### src/rtl/ept_pkg.sv
// Package: pose and transform types, CORDIC constants for the Euler pose transform.
package ept_pkg;

	localparam int ATAN_ENTRIES = 20;
	localparam int ANG_W        = 33;

	typedef struct packed {
		logic signed [31:0] pos_x;
		logic signed [31:0] pos_y;
		logic signed [31:0] pos_z;
		logic signed [15:0] roll_angle;
		logic signed [15:0] pitch_angle;
		logic signed [15:0] yaw_angle;
	} pose_t;

	typedef struct packed {
		logic signed [15:0] r00;
		logic signed [15:0] r01;
		logic signed [15:0] r02;
		logic signed [31:0] t0;
		logic signed [15:0] r10;
		logic signed [15:0] r11;
		logic signed [15:0] r12;
		logic signed [31:0] t1;
		logic signed [15:0] r20;
		logic signed [15:0] r21;
		logic signed [15:0] r22;
		logic signed [31:0] t2;
	} xform_t;

	function automatic logic signed [ANG_W-1:0] atan_entry(input int i);
		logic [31:0] v;
		begin
			v = 32'h0;
			unique case (i)
				0:  v = 32'h20000000;
				1:  v = 32'h12E4051E;
				2:  v = 32'h09FB385B;
				3:  v = 32'h051111D4;
				4:  v = 32'h028B0D43;
				5:  v = 32'h0145D7E1;
				6:  v = 32'h00A2F61E;
				7:  v = 32'h00517C55;
				8:  v = 32'h0028BE53;
				9:  v = 32'h00145F2F;
				10: v = 32'h000A2F98;
				11: v = 32'h000517CC;
				12: v = 32'h00028BE6;
				13: v = 32'h000145F3;
				14: v = 32'h0000A2FA;
				15: v = 32'h0000517D;
				16: v = 32'h000028BE;
				17: v = 32'h0000145F;
				18: v = 32'h00000A30;
				19: v = 32'h00000518;
				default: v = 32'h0;
			endcase
			return $signed({1'b0, v});
		end
	endfunction

endpackage

### src/rtl/ept_cordic.sv
// Pipelined CORDIC: one rotation step per register stage, sine and cosine of a binary angle.
module ept_cordic import ept_pkg::*; #(
	parameter int CORDIC_STEPS = 14,
	parameter int FRAC_BITS    = 14
) (
	input  logic                       clk,
	input  logic                       arst_n,
	input  logic                       in_vld,
	input  logic signed [15:0]         angle,
	output logic                       out_vld,
	output logic signed [FRAC_BITS+2:0] sin_o,
	output logic signed [FRAC_BITS+2:0] cos_o
);
	localparam int STEPS = (CORDIC_STEPS < ATAN_ENTRIES) ? CORDIC_STEPS : ATAN_ENTRIES;
	localparam int W     = FRAC_BITS + 3;
	localparam logic [31:0] GAIN = 32'h26DD3B6A;
	localparam logic [31:0] X0 =
		(GAIN + (32'd1 << (29 - FRAC_BITS))) >> (30 - FRAC_BITS);

	logic signed [W-1:0]     x_s   [STEPS+1];
	logic signed [W-1:0]     y_s   [STEPS+1];
	logic signed [ANG_W-1:0] z_s   [STEPS+1];
	logic                    flip_s[STEPS+1];
	logic                    vld_s [STEPS+1];

	logic signed [ANG_W-1:0] z_in;
	logic signed [ANG_W-1:0] z_adj;
	logic                    flip_in;
	localparam logic signed [ANG_W-1:0] QTR  = ANG_W'(64'sd1 << 30);
	localparam logic signed [ANG_W-1:0] HALF = ANG_W'(64'sd1 << 31);

	always_comb begin
		z_in    = ANG_W'($signed({angle, 16'h0}));
		z_adj   = z_in;
		flip_in = 1'b0;
		if (z_in > QTR) begin
			z_adj   = z_in - HALF;
			flip_in = 1'b1;
		end else if (z_in < -QTR) begin
			z_adj   = z_in + HALF;
			flip_in = 1'b1;
		end
	end

	always_ff @(posedge clk or negedge arst_n) begin
		if (!arst_n) begin
			vld_s[0] <= 1'b0;
		end else begin
			vld_s[0] <= in_vld;
		end
	end

	always_ff @(posedge clk) begin
		x_s[0]    <= W'($signed({1'b0, X0}));
		y_s[0]    <= '0;
		z_s[0]    <= z_adj;
		flip_s[0] <= flip_in;
	end

	for (genvar i = 0; i < STEPS; i++) begin : g_step
		always_ff @(posedge clk or negedge arst_n) begin
			if (!arst_n) begin
				vld_s[i+1] <= 1'b0;
			end else begin
				vld_s[i+1] <= vld_s[i];
			end
		end
		always_ff @(posedge clk) begin
			flip_s[i+1] <= flip_s[i];
			if (!z_s[i][ANG_W-1]) begin
				x_s[i+1] <= x_s[i] - (y_s[i] >>> i);
				y_s[i+1] <= y_s[i] + (x_s[i] >>> i);
				z_s[i+1] <= z_s[i] - atan_entry(i);
			end else begin
				x_s[i+1] <= x_s[i] + (y_s[i] >>> i);
				y_s[i+1] <= y_s[i] - (x_s[i] >>> i);
				z_s[i+1] <= z_s[i] + atan_entry(i);
			end
		end
	end

	assign out_vld = vld_s[STEPS];
	assign cos_o   = flip_s[STEPS] ? -x_s[STEPS] : x_s[STEPS];
	assign sin_o   = flip_s[STEPS] ? -y_s[STEPS] : y_s[STEPS];
endmodule

### config.mk
export PLATFORM = sky130hd
export DESIGN_NAME = ept_cordic
export DESIGN_NICKNAME = d
export VERILOG_FILES = /design/src/rtl/ept_pkg.sv /design/src/rtl/ept_cordic.sv
export SDC_FILE = /design/constraint.sdc
export NUM_CORES = 2
export LEC_CHECK = 0
export ABC_AREA = 1
export BUFFER_PORTS_ARGS = -buffer_cell sky130_fd_sc_hd__clkbuf_2
export CORE_UTILIZATION = 45
export CTS_BUF_LIST = sky130_fd_sc_hd__clkbuf_2
export DETAILED_ROUTE_END_ITERATION = 7
export GPL_TIMING_DRIVEN = 1
export MAX_ROUTING_LAYER = met4
export PLACE_DENSITY_LB_ADDON = 0.05
export SLEW_MARGIN = 20
export SYNTH_ARGS = -nofsm -noshare
export SYNTH_HDL_FRONTEND = slang
export SYNTH_SLANG_ARGS = --single-unit
### constraint.sdc
create_clock -name clk -period 4.28 [get_ports clk]
set_input_delay 0.856 -clock clk [delete_from_list [all_inputs] [get_ports clk]]
set_output_delay 0.856 -clock clk [all_outputs]
set_load 0.03 [all_outputs]
# Yosys cells after proc, flatten, opt, wreduce, memory -nomap -nowiden
# Memories as Yosys holds them, arrays and structs flattened.
# Cells that the tools add are included.
# Widths: inputs -> output; s select.
# op_classes
addsub	87
order_cmp	2
muxes	76
bitwise_logic	42
# op_table
op	n
$mux 33	16
$mux 17	30
$or 1x1->1	42
$add 17x10->17	2
$add 17x11->17	2
$add 17x12->17	2
$add 17x13->17	2
$add 17x14->17	2
$add 17x15->17	2
$add 17x16->17	2
$add 17x4->17	2
$add 17x5->17	2
$add 17x6->17	2
$add 17x7->17	2
$add 17x8->17	2
$add 17x9->17	2
$neg 17->17	2
$sub 17x10->17	2
$sub 17x11->17	2
$sub 17x12->17	2
$sub 17x13->17	2
$sub 17x14->17	2
$sub 17x15->17	2
$sub 17x16->17	2
other kinds (41)	77
# totals
ff_bits	15
mem_bits_rw	1020
out_inout_bits	35
elab_cells	226
mem_count	4
# mem_list
memory	words	width	read_ports	rd_ports_with_merged_regs	write_ports	line_no	source
z_s	15	33	14	0	15	ept_cordic.sv:22	logic signed [ANG_W-1:0] z_s [STEPS+1];
x_s	15	17	15	0	15	ept_cordic.sv:20	logic signed [W-1:0] x_s [STEPS+1];
y_s	15	17	15	0	15	ept_cordic.sv:21	logic signed [W-1:0] y_s [STEPS+1];
flip_s	15	1	15	0	15	ept_cordic.sv:23	logic flip_s[STEPS+1];

# Logic depth before layout (Yosys ltp)
# depth
depth_word	3
ltp_mapped	20
mapped_depth_nobuf	20

# Least setup slack after synthesis
# Ideal clock, no wire load.
# synth_timing
path_kind	reg2reg
startpoint	memory z_s[8][32]
endpoint	memory x_s[1][29] (netlist bit)
setup_time_ns	0.122
arrival_time_ns	2.759
path_slack_ns	1.399
path_stages_with_launch	13
period_less_slack_ns	2.881
path_cell_list	dfxtp_1 -> inv_1 -> clkbuf_1 -> o21ai_0 -> fa_1 -> nand2_1 -> nand3_1 -> and2_2 -> nand2_1 -> nand2_1 -> nand2_1 -> nand2_1 -> xor2_1
# synth_rtl
item	line_no
start, declared	ept_cordic.sv:22
end, declared	ept_cordic.sv:20

==> qor.yml <==
sta:
  min_period_ns: 3.99
  tns_ns: 0
  drv_slew: 0
  tightest_slew_ns: 1.24
  relSlewSlack_pct: 17.5
  clock_skew_ns: 0.0965
  setup_violations: 0
  fmax_mhz: 250
  post-route-period-util_pct: 93.3
  hold_violations: 0
floorplanning:
  die_y_um: 396
  coreArea_um2: 154000
  num_rows: 144
  io_pins: 54
  die-area_um2: 156000
  die_w_um: 396
  start_util_pct: 45.3
yosys:
  synth_seq_cells: 844
  netlist_area_um2: 69700
  synth_adder_area_share_pct: 15.4
  synth-xor-area-share_pct: 7.75
  synth_compound_area_share_pct: 7.77
  syn_area_per_cell_um2: 6.30
  synth_top_family_by_area: "simple AND/OR/NAND/NOR gates"
  ys.flop_type: "dfxtp_1"
  muxShareOfSynthArea_pct: 0
  syn_inst: 11100
  ys_warn_count: 0
  yosysSeqAreaShare_pct: 24.3
  ys_async_sr_fraction_pct: 1.78
  synth-simple-area-share_pct: 34.1
  synth-edff-count: 0
  synth_cell_type_count: 52
critical_path:
  crit_type: "reg2out"
  cp_num_buf_inv: 4
  slowest_delay_ns: 0.42
  r2r_slack_ns: 1.26
  crit_required_ns: 3.42
  crit_path_max_fanout: 5
  start_kind: "flop"
  ff2ff_path_depth: 10
  reg2reg_to: "z_s[2][26]"
  crit_path_end_kind: "output pin"
  path_cells: "clkinvlp_2, buf_4, nor2_1, xor2_1, inv_1, clkbuf_2"
  worstReg2RegStart: "z_s[1][32]"
  cp_slowest_cell: "dfxtp_2"
  crit_family: "buffers and inverters"
  arrival_ns: 3.14
job:
  drv_cap: 0
clock_network:
  cts_made_buffers: 230
  clock_latency_ns: 1.79
  clockBufferDepth: 3
  root_buffer: "clkbuf_2"
  cts.sinks: 844
  tritoncts: "yes"
  htreeDepth: 4
  clk_pin_slew_ns: 0.10
final_layout:
  final_cell_area_um2: 75200
  drive_gt1_share_pct: 5.18
  syn2layout_area_growth_pct: 7.94
  fin_nets: 12200
  stdcell_count: 13600
  utilization_pct: 48.9
route:
  drt-total-wl_um: 211000
  drt_iter0_drc: 3446
  wire_per_inst_um: 15.5
  routed_via_density: 4.89
  drcViolationCount: 0
  ant_nets: 0
  vias: 66600
  dr.pass1.iters: 8
global_route:
  antenna_found_initial: 4
  grt_pass1_vias: 65000
  grtUsageTotal_pct: 27.3
  grt.overflow.total: 0
  grt_pass1_wl_um: 335000
  grt_max_degree: 38
min_path:
  hold_class: "in2reg"
  min_to: "vld_s[14]"
  min_path_cells: 3
  hold_start: "in_vld"
placed_design:
  placedInstanceArea_um2: 72500
  placed_cells: 13200
  io_buffers: 53
  place.gp.congestion: 0.973
  dpl.hpwl_um: 178000
run_status:
  status: "complete, no violations"
[cell usage in the layout (no fill, tap or decap), types with 13 or more instances in the layout]
cell type	n
o21a_1	32
nand2_1	3804
inv_2	19
nand2_2	43
xor2_1	554
a21o_1	64
a31oi_1	15
nand4_1	58
nor3_2	13
dlygate4sd3_1	37
clkinv_2	30
clkbuf_2	342
a21oi_1	554
nor2_2	15
dfxtp_1	825
nor3_1	140
nand3_1	729
clkinv_1	73
nand3_2	17
o21bai_1	53
ha_1	796
dfrtp_1	15
xnor2_1	63
inv_1	1894
fa_1	36
nor2_1	947
o21ai_0	184
buf_4	32
and2_2	17
[flip-flops by register name (all words and copies together), names as in the netlist]
name	count
flip_s	15
vld_s	14
y_s	220
x_s	220
z_s	374
out_vld	1
[synth_stat cells, types with 12 or more instances]
| cell | number | area (µm²) |
|---|---|---|
| a21o_1 | 64 | 480 |
| nand2_2 | 43 | 269 |
| nand4_1 | 58 | 363 |
| o31ai_1 | 12 | 90.1 |
| xor2_1 | 554 | 4850 |
| nor3_2 | 13 | 130 |
| nor3_1 | 141 | 706 |
| fa_1 | 36 | 721 |
| inv_2 | 15 | 56.3 |
| nand2_1 | 3804 | 14300 |
| nand3_2 | 17 | 170 |
| a21oi_1 | 554 | 2770 |
| dfrtp_1 | 15 | 375 |
| o21bai_1 | 53 | 398 |
| o21ai_0 | 185 | 926 |
| nand3_1 | 730 | 3650 |
| o21a_1 | 32 | 240 |
| nor2_1 | 951 | 3570 |
| xnor2_1 | 63 | 552 |
| dfxtp_1 | 829 | 16600 |
| ha_1 | 798 | 9980 |
| clkbuf_1 | 13 | 48.8 |
| a31oi_1 | 16 | 100 |
| buf_2 | 22 | 110 |
| and2_2 | 17 | 128 |
| inv_1 | 1899 | 7130 |
[kinds of logic after synthesis]
group                    after synthesis
AND/OR/NAND/NOR                     5848
buffers and inverters               1959
AO/OA/AOI/OAI                        969
flip-flops                           844
adder cells (fa/ha/maj)              834
XOR/XNOR                             617
other                                  2
[timing repair]
item / CTS / global route
setup endpoints to repair: 12 / 5
hold buffers: 37 / 0
gates resized for setup: 23 / 11
hold endpoints to repair: 34 / 0
cloned: 1 / 0
setup buffers: 8 / 0
pin swaps: 5 / 2
[worst max-delay path by stage]
stage / depth (start not counted) / end / slack (ns) / start
floorplan: 12 / x_s[1][29] / 1.40 / z_s[8][32]
global placement: 10 / z_s[2][26] / 1.12 / z_s[1][32]
detailed placement: 10 / z_s[2][26] / 1.16 / z_s[1][32]
CTS: 7 / sin_o[13] / 0.01 / y_s[14][2]
global route: 9 / cos_o[16] / -0.06 / x_s[1][103]
finish: 6 / cos_o[2] / 0.29 / flip_s[1][6]
[per-layer routing]
layer  share of wire (%)  wire length [µm]  GRT usage (%)
met1                  43             90600           30.7
met3                 3.0              6260           2.99
met4                 3.2              6810           9.40
met5                   0                 0              -
met2                  51            107000           49.8
[cell type report]
class | instances | area (µm²)
Inverter | 1917 | 7200
Clock inverter | 120 | 748
Timing Repair Buffer | 120 | 878
Clock buffer | 296 | 1480
Antenna cell | 8 | 20.0
Timing Repair inverter | 1 | 5.00
Multi-Input combinational cell | 8272 | 45400
Tap cell | 2044 | 2560
Sequential cell | 844 | 17000
Fill cell | 16600 | 78600
[worst min-delay path, delay by kind of cell]
kind	cells	cell delay, ns
buffers and inverters	3	1.14
[metrics by stage]
step | setup slack (ns) | hold slack [ns]
floorplan | 1.40 | 0.310
global placement | 1.12 | 0.310
detailed placement | 1.16 | 0.312
CTS | 0.0116 | 0.0148
global route | -0.0640 | 0.0804
finish | 0.287 | 0.261
Power is left out: the tool's default activity adds up to more than one toggle a clock period on the data nets, which glitch-free logic cannot reach.
